### config.mk
export PLATFORM = sky130hd
export DESIGN_NAME = column_rle_planar_decoder_unit_flat
export DESIGN_NICKNAME = d
export VERILOG_FILES = /design/src/hdl/crle_pkg.sv /design/src/hdl/crle_byte_if.sv /design/src/hdl/crle_pix_if.sv /design/src/hdl/column_rle_planar_decoder_unit.sv /design/src/hdl/crle_ctrl.sv /design/src/hdl/crle_datapath.sv /design/src/flat_wrapper.sv
export SDC_FILE = /design/constraint.sdc
export NUM_CORES = 1
export LEC_CHECK = 0
export ABC_AREA = 1
export BUFFER_PORTS_ARGS = -buffer_cell sky130_fd_sc_hd__buf_2
export CORE_ASPECT_RATIO = 0.5
export CORE_MARGIN = 5
export CORE_UTILIZATION = 59
export CTS_CLUSTER_SIZE = 14
export DETAILED_ROUTE_END_ITERATION = 6
export PLACE_DENSITY = 0.77
export SYNTH_ARGS = -nofsm -noshare
export SYNTH_HDL_FRONTEND = slang
export SYNTH_SLANG_ARGS = --single-unit
### constraint.sdc
create_clock -name clk -period 2.94 [get_ports clk]
set_input_delay 0.588 -clock clk [delete_from_list [all_inputs] [get_ports clk]]
set_output_delay 0.588 -clock clk [all_outputs]
set_load 0.01 [all_outputs]
### src/hdl/crle_pkg.sv
// Shared types and constants for the column RLE planar decoder.
// Used by the channel interfaces, the controller, the datapath and the top level.
package crle_pkg;

  // Field widths
  localparam int unsigned BYTE_W     = 8;
  localparam int unsigned ADDR_W     = 16;
  localparam int unsigned PLANE_W    = 4;
  localparam int unsigned CFG_IDX_W  = 2;
  localparam int unsigned CFG_DATA_W = 10;

  // Display page row stride in bytes
  localparam int unsigned ROW_STRIDE = 80;

  // Column type bytes and the repeat op threshold
  localparam logic [7:0] TYPE_PACKED  = 8'h80;
  localparam logic [7:0] TYPE_LITERAL = 8'h00;
  localparam logic [7:0] REP_MIN      = 8'd224;

  // Register reset values
  localparam logic [9:0] RST_COLUMN_TOTAL = 10'd320;

  // Configuration register indexes
  typedef enum logic [CFG_IDX_W-1:0] {
    REG_COLUMN_TOTAL = 2'd0,
    REG_START_X      = 2'd1,
    REG_START_Y      = 2'd2
  } cfg_reg_t;

  // Controller to datapath commands
  typedef struct packed {
    logic restart;   // reload frame position from the registers
    logic set_kind;  // latch column kind from the type byte
    logic load_pkt;  // packet byte count
    logic load_seq;  // sequence count
    logic delta;     // skip down rows, charge the packet count
    logic load_rep;  // start a repeat op
    logic load_val;  // latch the repeated value
    logic rep_dec;   // one repeat write done
    logic end_op;    // one data op done
    logic end_col;   // column finished
    logic result;    // load the output register
    logic write;     // result is a pixel write
    logic pix_rep;   // pixel from the repeat value
    logic last;      // final result of this byte
    logic done;      // frame finished
  } cmd_t;

  // Datapath to controller status
  typedef struct packed {
    logic is_type;    // byte opens a packet column
    logic rep_op;     // byte is a repeat op in a packed column
    logic seq_last;   // sequence count runs out with this op
    logic pkt_zero;   // no packet bytes left
    logic cols_last;  // current column is the final one
    logic total_last; // a restarted frame has one column
    logic rep_last;   // final repeat write
    logic out_free;   // output register can take a beat
  } status_t;

endpackage

### src/hdl/crle_byte_if.sv
// Input channel: one compressed stream byte per beat.
// Depends on crle_pkg.
interface crle_byte_if;
  logic                        valid;
  logic                        ready;
  logic [crle_pkg::BYTE_W-1:0] src_byte;
  logic                        frame_start;

  modport source (output valid, output src_byte, output frame_start, input ready);
  modport sink   (input valid, input src_byte, input frame_start, output ready);
endinterface

### src/hdl/crle_pix_if.sv
// Output channel: one pixel write or status result per beat.
// Depends on crle_pkg.
interface crle_pix_if;
  logic                         valid;
  logic                         ready;
  logic                         write_enable;
  logic [crle_pkg::ADDR_W-1:0]  write_addr;
  logic [crle_pkg::PLANE_W-1:0] plane_mask;
  logic [crle_pkg::BYTE_W-1:0]  pixel;
  logic                         last;
  logic                         frame_done;

  modport source (output valid, output write_enable, output write_addr, output plane_mask,
                  output pixel, output last, output frame_done, input ready);
  modport sink   (input valid, input write_enable, input write_addr, input plane_mask,
                  input pixel, input last, input frame_done, output ready);
endinterface

### src/hdl/column_rle_planar_decoder_unit.sv
// Column RLE decoder for four-plane VGA memory: top level.
// Depends on crle_pkg, crle_byte_if, crle_pix_if, crle_ctrl and crle_datapath.
//
// Takes one compressed byte per beat and returns one or more result beats per
// byte, the final one marked by last. Control bytes and literal data bytes give
// one beat each. A repeat op takes two bytes; the value byte is followed by 1
// to 32 write beats, one per cycle while the output register is free, during
// which no input is taken. The result beat goes through a single output
// register, so throughput is one byte per cycle outside repeat runs as long as
// the sink takes every beat; the output ready sets the pace otherwise. Writes
// to column_total and start_x apply at the next frame_start byte; start_y feeds
// the row base of every write directly and so applies from the next write on.
module column_rle_planar_decoder_unit (
  input  logic                            clk,
  input  logic                            rst,
  crle_byte_if.sink                       byte_in,
  crle_pix_if.source                      pix_out,
  input  logic                            cfg_write,
  input  logic [crle_pkg::CFG_IDX_W-1:0]  cfg_index,
  input  logic [crle_pkg::CFG_DATA_W-1:0] cfg_data
);
  import crle_pkg::*;

  cmd_t    cmd;
  status_t status;
  logic    in_ready;

  assign byte_in.ready = in_ready;

  // Sequencer
  crle_ctrl u_ctrl (
    .clk         (clk),
    .rst         (rst),
    .in_valid    (byte_in.valid),
    .frame_start (byte_in.frame_start),
    .in_ready    (in_ready),
    .status      (status),
    .cmd         (cmd)
  );

  // Datapath and output register
  crle_datapath u_dp (
    .clk          (clk),
    .rst          (rst),
    .cfg_write    (cfg_write),
    .cfg_index    (cfg_index),
    .cfg_data     (cfg_data),
    .src_byte     (byte_in.src_byte),
    .cmd          (cmd),
    .status       (status),
    .out_ready    (pix_out.ready),
    .out_valid    (pix_out.valid),
    .write_enable (pix_out.write_enable),
    .write_addr   (pix_out.write_addr),
    .plane_mask   (pix_out.plane_mask),
    .pixel        (pix_out.pixel),
    .last         (pix_out.last),
    .frame_done   (pix_out.frame_done)
  );

endmodule

### src/hdl/crle_ctrl.sv
// Decode sequencer: tracks the stream phase and issues datapath commands.
// Depends on crle_pkg.
module crle_ctrl (
  input  logic              clk,
  input  logic              rst,
  input  logic              in_valid,
  input  logic              frame_start,
  output logic              in_ready,
  input  crle_pkg::status_t status,
  output crle_pkg::cmd_t    cmd
);
  import crle_pkg::*;

  typedef enum logic [7:0] {
    S_TYPE   = 8'b0000_0001,
    S_PKT    = 8'b0000_0010,
    S_SEQ    = 8'b0000_0100,
    S_DELTA  = 8'b0000_1000,
    S_DATA   = 8'b0001_0000,
    S_REPVAL = 8'b0010_0000,
    S_REPEAT = 8'b0100_0000,
    S_DONE   = 8'b1000_0000
  } state_t;

  state_t state;
  state_t state_next;
  state_t cur;
  state_t eop_state;
  logic   accept;
  logic   eop_col;
  logic   eop_done;

  // Input is held off while repeat writes drain
  assign in_ready = status.out_free && (state != S_REPEAT);
  assign accept   = in_valid && in_ready;

  // A restart byte is always a column type byte
  assign cur = frame_start ? S_TYPE : state;

  // Where an op ends: more data, next packet, next column or frame end
  assign eop_col  = status.seq_last && status.pkt_zero;
  assign eop_done = eop_col && status.cols_last;
  always_comb begin
    if (!status.seq_last) begin
      eop_state = S_DATA;
    end else if (!status.pkt_zero) begin
      eop_state = S_SEQ;
    end else if (status.cols_last) begin
      eop_state = S_DONE;
    end else begin
      eop_state = S_TYPE;
    end
  end

  // Command decode
  always_comb begin
    state_next = state;
    cmd        = '0;
    if (accept) begin
      cmd.restart = frame_start;
      cmd.result  = 1'b1;
      cmd.last    = 1'b1;
      case (cur)
        S_TYPE: begin
          if (status.is_type) begin
            cmd.set_kind = 1'b1;
            state_next   = S_PKT;
          end else begin
            cmd.end_col = 1'b1;
            if (frame_start ? status.total_last : status.cols_last) begin
              cmd.done   = 1'b1;
              state_next = S_DONE;
            end else begin
              state_next = S_TYPE;
            end
          end
        end
        S_PKT: begin
          cmd.load_pkt = 1'b1;
          state_next   = S_SEQ;
        end
        S_SEQ: begin
          cmd.load_seq = 1'b1;
          state_next   = S_DELTA;
        end
        S_DELTA: begin
          cmd.delta  = 1'b1;
          state_next = S_DATA;
        end
        S_DATA: begin
          if (status.rep_op) begin
            cmd.load_rep = 1'b1;
            state_next   = S_REPVAL;
          end else begin
            cmd.write   = 1'b1;
            cmd.end_op  = 1'b1;
            cmd.end_col = eop_col;
            cmd.done    = eop_done;
            state_next  = eop_state;
          end
        end
        S_REPVAL: begin
          cmd.result   = 1'b0;
          cmd.last     = 1'b0;
          cmd.load_val = 1'b1;
          state_next   = S_REPEAT;
        end
        S_DONE: begin
          state_next = S_DONE;
        end
        default: begin
          state_next = S_DONE;
        end
      endcase
    end else if (state == S_REPEAT && status.out_free) begin
      // One repeat write per beat
      cmd.result  = 1'b1;
      cmd.write   = 1'b1;
      cmd.pix_rep = 1'b1;
      cmd.rep_dec = 1'b1;
      if (status.rep_last) begin
        cmd.last    = 1'b1;
        cmd.end_op  = 1'b1;
        cmd.end_col = eop_col;
        cmd.done    = eop_done;
        state_next  = eop_state;
      end
    end
  end

  // State register
  always_ff @(posedge clk) begin
    if (rst) begin
      state <= S_TYPE;
    end else begin
      state <= state_next;
    end
  end

`ifndef SYNTH
  a_result_needs_room: assert property (@(posedge clk) disable iff (rst)
    cmd.result |-> status.out_free)
    else $error("result issued while output register is full");

  a_repeat_ends_last: assert property (@(posedge clk) disable iff (rst)
    (state == S_REPEAT && state_next != S_REPEAT) |-> (cmd.last && cmd.result))
    else $error("repeat run ended without a final beat");

  a_write_is_result: assert property (@(posedge clk) disable iff (rst)
    (cmd.write || cmd.done) |-> cmd.result)
    else $error("write or done flagged without a result");
`endif

endmodule

### src/hdl/crle_datapath.sv
// Decoder datapath: config registers, column position, packet counters and
// the output register. Depends on crle_pkg.
module crle_datapath (
  input  logic                           clk,
  input  logic                           rst,
  input  logic                           cfg_write,
  input  logic [crle_pkg::CFG_IDX_W-1:0] cfg_index,
  input  logic [crle_pkg::CFG_DATA_W-1:0] cfg_data,
  input  logic [crle_pkg::BYTE_W-1:0]    src_byte,
  input  crle_pkg::cmd_t                 cmd,
  output crle_pkg::status_t              status,
  input  logic                           out_ready,
  output logic                           out_valid,
  output logic                           write_enable,
  output logic [crle_pkg::ADDR_W-1:0]    write_addr,
  output logic [crle_pkg::PLANE_W-1:0]   plane_mask,
  output logic [crle_pkg::BYTE_W-1:0]    pixel,
  output logic                           last,
  output logic                           frame_done
);
  import crle_pkg::*;

  // Times the 80-byte row stride as two shifts and an add
  function automatic logic [15:0] times_stride(input logic [15:0] v);
    times_stride = (v << 6) + (v << 4);
  endfunction

  // Configuration registers
  logic [9:0]  column_total;
  logic [9:0]  start_x;
  logic [8:0]  start_y;

  // Decode state
  logic        column_kind;
  logic [9:0]  columns_left;
  logic [3:0]  cur_plane;
  logic [15:0] column_byte;
  logic [15:0] dest_offset;
  logic [7:0]  packet_left;
  logic [7:0]  sequence_left;
  logic [5:0]  repeat_count;
  logic [7:0]  rep_value;

  logic        column_kind_next;
  logic [9:0]  columns_left_next;
  logic [3:0]  cur_plane_next;
  logic [15:0] column_byte_next;
  logic [15:0] dest_offset_next;
  logic [7:0]  packet_left_next;
  logic [7:0]  sequence_left_next;
  logic [5:0]  repeat_count_next;
  logic [7:0]  rep_value_next;

  logic [3:0]  start_plane;
  logic [15:0] start_cbyte;
  logic [9:0]  cols_eff;
  logic [3:0]  plane_eff;
  logic [15:0] cbyte_eff;
  logic [15:0] row_base;

  // Configuration writes
  always_ff @(posedge clk) begin
    if (rst) begin
      column_total <= RST_COLUMN_TOTAL;
      start_x      <= '0;
      start_y      <= '0;
    end else if (cfg_write) begin
      case (cfg_index)
        REG_COLUMN_TOTAL: column_total <= cfg_data;
        REG_START_X:      start_x      <= cfg_data;
        REG_START_Y:      start_y      <= cfg_data[8:0];
        default:          ;
      endcase
    end
  end

  // Frame origin and effective position on a restart
  assign start_plane = 4'b0001 << start_x[1:0];
  assign start_cbyte = {8'd0, start_x[9:2]};
  assign cols_eff    = cmd.restart ? column_total : columns_left;
  assign plane_eff   = cmd.restart ? start_plane  : cur_plane;
  assign cbyte_eff   = cmd.restart ? start_cbyte  : column_byte;
  assign row_base    = times_stride({7'd0, start_y});

  // Status to the controller
  assign status.is_type    = (src_byte == TYPE_PACKED) || (src_byte == TYPE_LITERAL);
  assign status.rep_op     = column_kind && (src_byte >= REP_MIN);
  assign status.seq_last   = (sequence_left == 8'd1);
  assign status.pkt_zero   = (packet_left == 8'd0);
  assign status.cols_last  = (columns_left == 10'd1);
  assign status.total_last = (column_total == 10'd1);
  assign status.rep_last   = (repeat_count == 6'd1);
  assign status.out_free   = !out_valid || out_ready;

  // Next decode state
  always_comb begin
    column_kind_next   = column_kind;
    columns_left_next  = columns_left;
    cur_plane_next     = cur_plane;
    column_byte_next   = column_byte;
    dest_offset_next   = dest_offset;
    packet_left_next   = packet_left;
    sequence_left_next = sequence_left;
    repeat_count_next  = repeat_count;
    rep_value_next     = rep_value;

    if (cmd.restart) begin
      columns_left_next = column_total;
      cur_plane_next    = start_plane;
      column_byte_next  = start_cbyte;
      dest_offset_next  = start_cbyte;
    end
    if (cmd.set_kind) begin
      column_kind_next = (src_byte == TYPE_PACKED);
    end
    if (cmd.load_pkt) begin
      packet_left_next = src_byte;
    end
    if (cmd.load_seq) begin
      sequence_left_next = src_byte;
    end
    if (cmd.delta) begin
      dest_offset_next = dest_offset + times_stride({8'd0, src_byte});
      packet_left_next = packet_left - (sequence_left + 8'd2);
    end
    if (cmd.load_rep) begin
      // op 224..255 gives 1..32 writes
      repeat_count_next  = {1'b0, src_byte[4:0]} + 6'd1;
      sequence_left_next = sequence_left - 8'd1;
    end
    if (cmd.load_val) begin
      rep_value_next = src_byte;
    end
    if (cmd.rep_dec) begin
      repeat_count_next = repeat_count - 6'd1;
    end
    if (cmd.write) begin
      dest_offset_next = dest_offset + 16'(ROW_STRIDE);
    end
    if (cmd.end_op) begin
      sequence_left_next = sequence_left - 8'd1;
    end
    // Column end: count down, step plane, wrap plane 8 into the next byte
    if (cmd.end_col) begin
      columns_left_next = cols_eff - 10'd1;
      if (cols_eff != 10'd1) begin
        if (plane_eff[3]) begin
          cur_plane_next   = 4'b0001;
          column_byte_next = cbyte_eff + 16'd1;
          dest_offset_next = cbyte_eff + 16'd1;
        end else begin
          cur_plane_next   = plane_eff << 1;
          column_byte_next = cbyte_eff;
          dest_offset_next = cbyte_eff;
        end
      end
    end
  end

  // Decode state registers
  always_ff @(posedge clk) begin
    if (rst) begin
      column_kind   <= 1'b0;
      columns_left  <= RST_COLUMN_TOTAL;
      cur_plane     <= 4'b0001;
      column_byte   <= '0;
      dest_offset   <= '0;
      packet_left   <= '0;
      sequence_left <= '0;
      repeat_count  <= '0;
    end else begin
      column_kind   <= column_kind_next;
      columns_left  <= columns_left_next;
      cur_plane     <= cur_plane_next;
      column_byte   <= column_byte_next;
      dest_offset   <= dest_offset_next;
      packet_left   <= packet_left_next;
      sequence_left <= sequence_left_next;
      repeat_count  <= repeat_count_next;
    end
  end

  always_ff @(posedge clk) begin
    rep_value <= rep_value_next;
  end

  // Output register valid
  always_ff @(posedge clk) begin
    if (rst) begin
      out_valid <= 1'b0;
    end else if (cmd.result) begin
      out_valid <= 1'b1;
    end else if (out_ready) begin
      out_valid <= 1'b0;
    end
  end

  // Output register payload; non-write beats carry zeros
  always_ff @(posedge clk) begin
    if (cmd.result) begin
      write_enable <= cmd.write;
      last         <= cmd.last;
      frame_done   <= cmd.done;
      if (cmd.write) begin
        write_addr <= row_base + dest_offset;
        plane_mask <= cur_plane;
        pixel      <= cmd.pix_rep ? rep_value : src_byte;
      end else begin
        write_addr <= '0;
        plane_mask <= '0;
        pixel      <= '0;
      end
    end
  end

`ifndef SYNTH
  a_plane_onehot: assert property (@(posedge clk) disable iff (rst)
    $onehot(cur_plane))
    else $error("plane select is not one-hot");

  a_repeat_range: assert property (@(posedge clk) disable iff (rst)
    repeat_count <= 6'd32)
    else $error("repeat count out of range");

  a_blank_zero: assert property (@(posedge clk) disable iff (rst)
    (out_valid && !write_enable) |-> (write_addr == '0 && plane_mask == '0 && pixel == '0))
    else $error("non-write beat carries a payload");
`endif

endmodule

### src/flat_wrapper.sv
// flat-port wrapper written by rule: the top's interface ports become plain ports
module column_rle_planar_decoder_unit_flat import crle_pkg::*;
  (clk, rst, cfg_write, cfg_index, cfg_data, byte_in_valid, byte_in_src_byte, byte_in_frame_start, byte_in_ready, pix_out_valid, pix_out_write_enable, pix_out_write_addr, pix_out_plane_mask, pix_out_pixel, pix_out_last, pix_out_frame_done, pix_out_ready);
  crle_byte_if byte_in_i ();
  crle_pix_if pix_out_i ();
  input  logic clk;
  input  logic rst;
  input  logic cfg_write;
  input  logic [crle_pkg::CFG_IDX_W-1:0] cfg_index;
  input  logic [crle_pkg::CFG_DATA_W-1:0] cfg_data;
  input wire logic [$bits(byte_in_i.valid)-1:0] byte_in_valid;
  input wire logic [$bits(byte_in_i.src_byte)-1:0] byte_in_src_byte;
  input wire logic [$bits(byte_in_i.frame_start)-1:0] byte_in_frame_start;
  output wire logic [$bits(byte_in_i.ready)-1:0] byte_in_ready;
  output wire logic [$bits(pix_out_i.valid)-1:0] pix_out_valid;
  output wire logic [$bits(pix_out_i.write_enable)-1:0] pix_out_write_enable;
  output wire logic [$bits(pix_out_i.write_addr)-1:0] pix_out_write_addr;
  output wire logic [$bits(pix_out_i.plane_mask)-1:0] pix_out_plane_mask;
  output wire logic [$bits(pix_out_i.pixel)-1:0] pix_out_pixel;
  output wire logic [$bits(pix_out_i.last)-1:0] pix_out_last;
  output wire logic [$bits(pix_out_i.frame_done)-1:0] pix_out_frame_done;
  input wire logic [$bits(pix_out_i.ready)-1:0] pix_out_ready;
  assign byte_in_i.valid = byte_in_valid;
  assign byte_in_i.src_byte = byte_in_src_byte;
  assign byte_in_i.frame_start = byte_in_frame_start;
  assign byte_in_ready = byte_in_i.ready;
  assign pix_out_valid = pix_out_i.valid;
  assign pix_out_write_enable = pix_out_i.write_enable;
  assign pix_out_write_addr = pix_out_i.write_addr;
  assign pix_out_plane_mask = pix_out_i.plane_mask;
  assign pix_out_pixel = pix_out_i.pixel;
  assign pix_out_last = pix_out_i.last;
  assign pix_out_frame_done = pix_out_i.frame_done;
  assign pix_out_i.ready = pix_out_ready;
  column_rle_planar_decoder_unit u_core (.clk(clk), .rst(rst), .byte_in(byte_in_i), .pix_out(pix_out_i), .cfg_write(cfg_write), .cfg_index(cfg_index), .cfg_data(cfg_data));
endmodule
==> out/qor.txt <==
POWER AND IR DROP
--------------------------------------------------------------------------------------------
Static leakage power                                                                4.750 nW
Total power density per cell area                                               502.0 nW/um2
Maximum resistive drop on vdd                                                       379.4 uV

GLOBAL ROUTING
--------------------------------------------------------------------------------------------
Vias in the first global route                                                          8372
Sum of overflow across all layers after global routing                                     0
Total routing usage reported by global routing                                        27.71%
Antenna violations before repair                                                           0
Pin count of the biggest net entering global routing                                      54
Global-route wire length before repair                                              41.49 mm

CTS
--------------------------------------------------------------------------------------------
Post-CTS Hold Fix Bufs                                                                     0
Clock Latency Late Sink                                                               430 ps
H-tree levels                                                                              4
Maximum clock insertion buffer count                                                       2
CTS Root Cell                                                                   sky130_fd_sc_hd__clkbuf_16
Num CTS Buffers                                                                           17
Clock sink count                                                                         146
Clock tree from TritonCTS                                                                yes
Clock slew at reported path FFs                                                        60 ps

STA
--------------------------------------------------------------------------------------------
Max-slew violation count                                                                   0
Setup repair after global routing missed its margin                                       no
Final clock period utilization by the worst path                                      91.41%
Transition time of the tightest slew-check pin                                      627.7 ps
WHS                                                                                 424.1 ps
Setup tns final                                                                         0 ps
Post-layout minimum cycle time                                                       2687 ps
Maximum clock skew at final layout                                                  8.060 ps
Number of hold violations in the final report                                              0
Relative slew margins                                                                 58.16%
Peak clock frequency supported by timing                                           372.1 MHz
Final number of setup-violating endpoints                                                  0

STATUS
--------------------------------------------------------------------------------------------
Status                                                                          finished, final reports clean

LAYOUT
--------------------------------------------------------------------------------------------
Ant. Diodes                                                                                0
Fill count                                                                              1304
Layout overhead on the synthesized area                                               14.72%
Post-layout net count                                                                   1428
Multi-input combinational cell area                                                 5089 um2
Register Area                                                                       3321 um2
Share of final-layout standard cells stronger than drive strength 1                   14.39%

WORST HOLD PATH
--------------------------------------------------------------------------------------------
Hold crit path type                                                                   in2reg

DIE
--------------------------------------------------------------------------------------------
Die boundary height                                                                 98.25 um
Ports                                                                                     59
Area of the die                                                                    18320 um2
Standard-cell row count                                                                   32
Initial standard-cell utilization of the core                                         59.92%
Die span in x                                                                       186.5 um
Std-Cell Core Area                                                                 15330 um2

YOSYS
--------------------------------------------------------------------------------------------
Post-synthesis average cell area                                                   7.357 um2
Yosys cell types                                                                          53
FF+latch count, synth                                                                    146
Area fraction in compound gates after synthesis                                       15.56%
Basic-gate share of the synthesized area counting and, or, nand and nor cells         25.64%
Cell count after synthesis                                                              1249
Xor and xnor fraction of the mapped netlist area                                      3.527%
Post-synthesis sequential area ratio                                                  36.06%
Adder-cell area share of the yosys netlist                                            10.43%
Syn. warnings                                                                              0
Dominant combinational cell family by area after synthesis                      simple AND/OR/NAND/NOR gates
Fraction of synthesized area in multiplexers                                              0%
Synthesized area                                                                    9189 um2
Net count after synthesis                                                               1342

SETUP PATH
--------------------------------------------------------------------------------------------
Critical path fanouts, max                                                                 5
Type of element capturing the critical path                                         register
Start point of the critical path                                                u_core.u_dp.dest_offset[8]
Top cell by count, worst path                                                   sky130_fd_sc_hd__a21oi_1
CP peak stage delay                                                                   560 ps
Capturing element of the worst setup path                                       u_core.u_dp.dest_offset[13]
Path depth of the worst reg2reg path                                                      11
Instance count on the critical path                                                       11
Buffers plus inverters on the worst setup path                                             0
Data required time at the worst endpoint                                             3300 ps
Critical path cell sequence                                                     fa_1, ha_1, a21oi_1, nand2_1, a21oi_1, o21ai_0, a21oi_1, o21ai_0, nand3_1, nand3_1, a21oi_1
R2R Path Start                                                                  u_core.u_dp.dest_offset[8]
Critical path class                                                                  reg2reg
Category of the worst setup path launch point                                       register
Worst r2r dst                                                                   u_core.u_dp.dest_offset[13]
Cell at the slowest stage of the critical path                                  sky130_fd_sc_hd__dfxtp_1
Register-to-register path setup slack                                                 250 ps
Signal arrival time at the worst endpoint                                            3040 ps
Delay-heaviest family, CP                                                       compound AO/OA/AOI/OAI gates

PLACEMENT
--------------------------------------------------------------------------------------------
Detailed Place HPWL                                                                 18.74 mm
Number of port buffers                                                                    58
RePlAce Congestion                                                                    0.9334

ROUTE
--------------------------------------------------------------------------------------------
Number of DRC violations after detailed routing                                            0
Remaining number of nets flagged by the antenna check after routing                        0
Iteration-0 DRC count of the detailed router                                             754
Wirelength, routed                                                                  25.09 mm
Vias post-DR                                                                            8757
Met2 routed wirelength                                                              11.48 mm
Met3 wirelength from detailed routing                                               1.963 mm
Mean number of vias per cell                                                           5.642
Highest routing layer actually used                                                     met4
Wire per inst                                                                       16.16 um
1st-pass router iterations                                                                 5
M1 wire length                                                                      11.23 mm

FLOW RUN
--------------------------------------------------------------------------------------------
Number of max-capacitance violations reported                                              0

## registers in the layout (all words and copies together), names as in the netlist, 9 cells and up
register,count
u_core.u_dp.columns_left,10
u_core.u_dp.column_byte,16
u_core.u_dp.write_addr,16
u_core.u_dp.start_x,10
u_core.u_dp.start_y,9
u_core.u_dp.column_total,10
u_core.u_dp.dest_offset,16
## per-stage QoR
stage	setup slack, ps	instance area (um2)	utilization (%)	cells	total power (W)
floorplan	253.9	9189	-	1249	0.002799
global placement	33.05	9889	64.49	1519	0.003024
detailed placement	2.656	9889	64.49	1519	0.003045
CTS	39.98	10510	68.51	1551	0.005301
global route	7.941	10540	68.74	1552	0.005541
finish	252.6	10540	68.74	1552	0.005291
## tightest hold or removal path, stage by stage
cell                      delay [ps]
sky130_fd_sc_hd__buf_2           120
sky130_fd_sc_hd__nand2_1          60
sky130_fd_sc_hd__nand3_1          60
## cells in the mapped netlist, drive strengths merged
cell     count  area (um2)
o22ai        7       43.79
o32ai        1       8.760
o2111ai      2       17.52
o221ai       3       26.28
a31oi       10       62.56
nand2      263        1010
fa          16       320.3
nor2       162       665.6
nand3       62       315.3
clkinv       2       7.510
a21o         3       22.52
a221oi       1       8.760
nor4         8       50.05
a21oi      109       549.3
o21a         2       15.01
inv        159       596.8
o31ai        2       15.01
edfxtp      39        1171
clkbuf      15       56.30
o211ai       3       22.52
xnor2       10       87.58
xor2        27       236.5
o21bai       2       15.01
dfxtp      107        2142
a21boi       1       7.510
o21ai      108       593.1
ha          51       638.1
a211oi       1       7.510
or2          6       37.54
a22oi        2       15.01
buf         23       146.4
nand4       22       152.7
and2         1       6.260
nor3        18       111.4
nand3b       1       7.510
## where the power goes
part | internal [W] | switching, W | leakage [nW] | total, W
logic | 0.000288 | 0.000523 | 3.19 | 0.000810
clock network | 0.00134 | 0.000929 | 0.302 | 0.00226
registers | 0.00215 | 0.0000665 | 1.26 | 0.00222
## kinds of logic (layout without fill, tap and decap cells)
kind of cell | Yosys count | after routing
xor gates and xnor gates | 37 | 37
buffers and inverters | 199 | 298
adders and majority gates | 67 | 67
and+or+nand+nor | 543 | 543
AOI/OAI and AO/OA | 257 | 257
DFF | 146 | 146
## worst min-delay path by stage
stage / endpoint / from / depth (start not counted)
final: u_core.u_dp.column_total[6] / cfg_data[6] / 3
after global routing: u_core.u_dp.column_total[6] / cfg_data[6] / 3
after CTS: u_core.u_dp.column_total[6] / cfg_data[6] / 3
after detailed placement: u_core.u_dp.start_x[9] / u_core.u_dp.start_x[9] / 2
after global placement: u_core.u_dp.start_x[9] / u_core.u_dp.start_x[9] / 2
after floorplan: u_core.u_dp.start_x[9] / u_core.u_dp.start_x[9] / 2
## layout by cell type, fill, tap and decap left out, types with 4 or more instances in the layout
cell,instances
sky130_fd_sc_hd__a21oi_1,107
sky130_fd_sc_hd__a31oi_1,10
sky130_fd_sc_hd__buf_2,58
sky130_fd_sc_hd__buf_4,46
sky130_fd_sc_hd__clkbuf_16,20
sky130_fd_sc_hd__clkinv_4,5
sky130_fd_sc_hd__dfxtp_1,101
sky130_fd_sc_hd__dfxtp_2,6
sky130_fd_sc_hd__edfxtp_1,39
sky130_fd_sc_hd__fa_1,14
sky130_fd_sc_hd__ha_1,51
sky130_fd_sc_hd__inv_1,153
sky130_fd_sc_hd__inv_2,6
sky130_fd_sc_hd__inv_6,4
sky130_fd_sc_hd__nand2_1,254
sky130_fd_sc_hd__nand2_2,9
sky130_fd_sc_hd__nand3_1,61
sky130_fd_sc_hd__nand4_1,21
sky130_fd_sc_hd__nor2_1,149
sky130_fd_sc_hd__nor2_2,8
sky130_fd_sc_hd__nor2_4,5
sky130_fd_sc_hd__nor3_1,15
sky130_fd_sc_hd__nor4_1,8
sky130_fd_sc_hd__o21ai_0,84
sky130_fd_sc_hd__o21ai_1,12
sky130_fd_sc_hd__o21ai_2,11
sky130_fd_sc_hd__o22ai_1,7
sky130_fd_sc_hd__xnor2_1,10
sky130_fd_sc_hd__xor2_1,27
## final cells by class
class / instances / area share (%)
clock buffer: 22 / 4.819
clock inverter: 10 / 1.033
inverter: 161 / 5.733
multi-input combinational: 904 / 48.27
sequential: 146 / 31.50
tap: 204 / 2.421
timing repair buffer: 105 / 6.220
## metal layers
layer  GRT usage (%)  vias up
li1                -     4293
met1           36.64     4103
met2           45.51      314
met3           7.214       47
met4           7.555        0
met5               0        -
## timing repair
item / 4_1_cts / 5_1_grt
resized for setup: 0 / 14
buffers inserted: 0 / 1
setup endpoints to repair: 0 / 3
hold endpoints to repair: 0 / 0
Note: power is estimated with default switching activity, not from simulation.
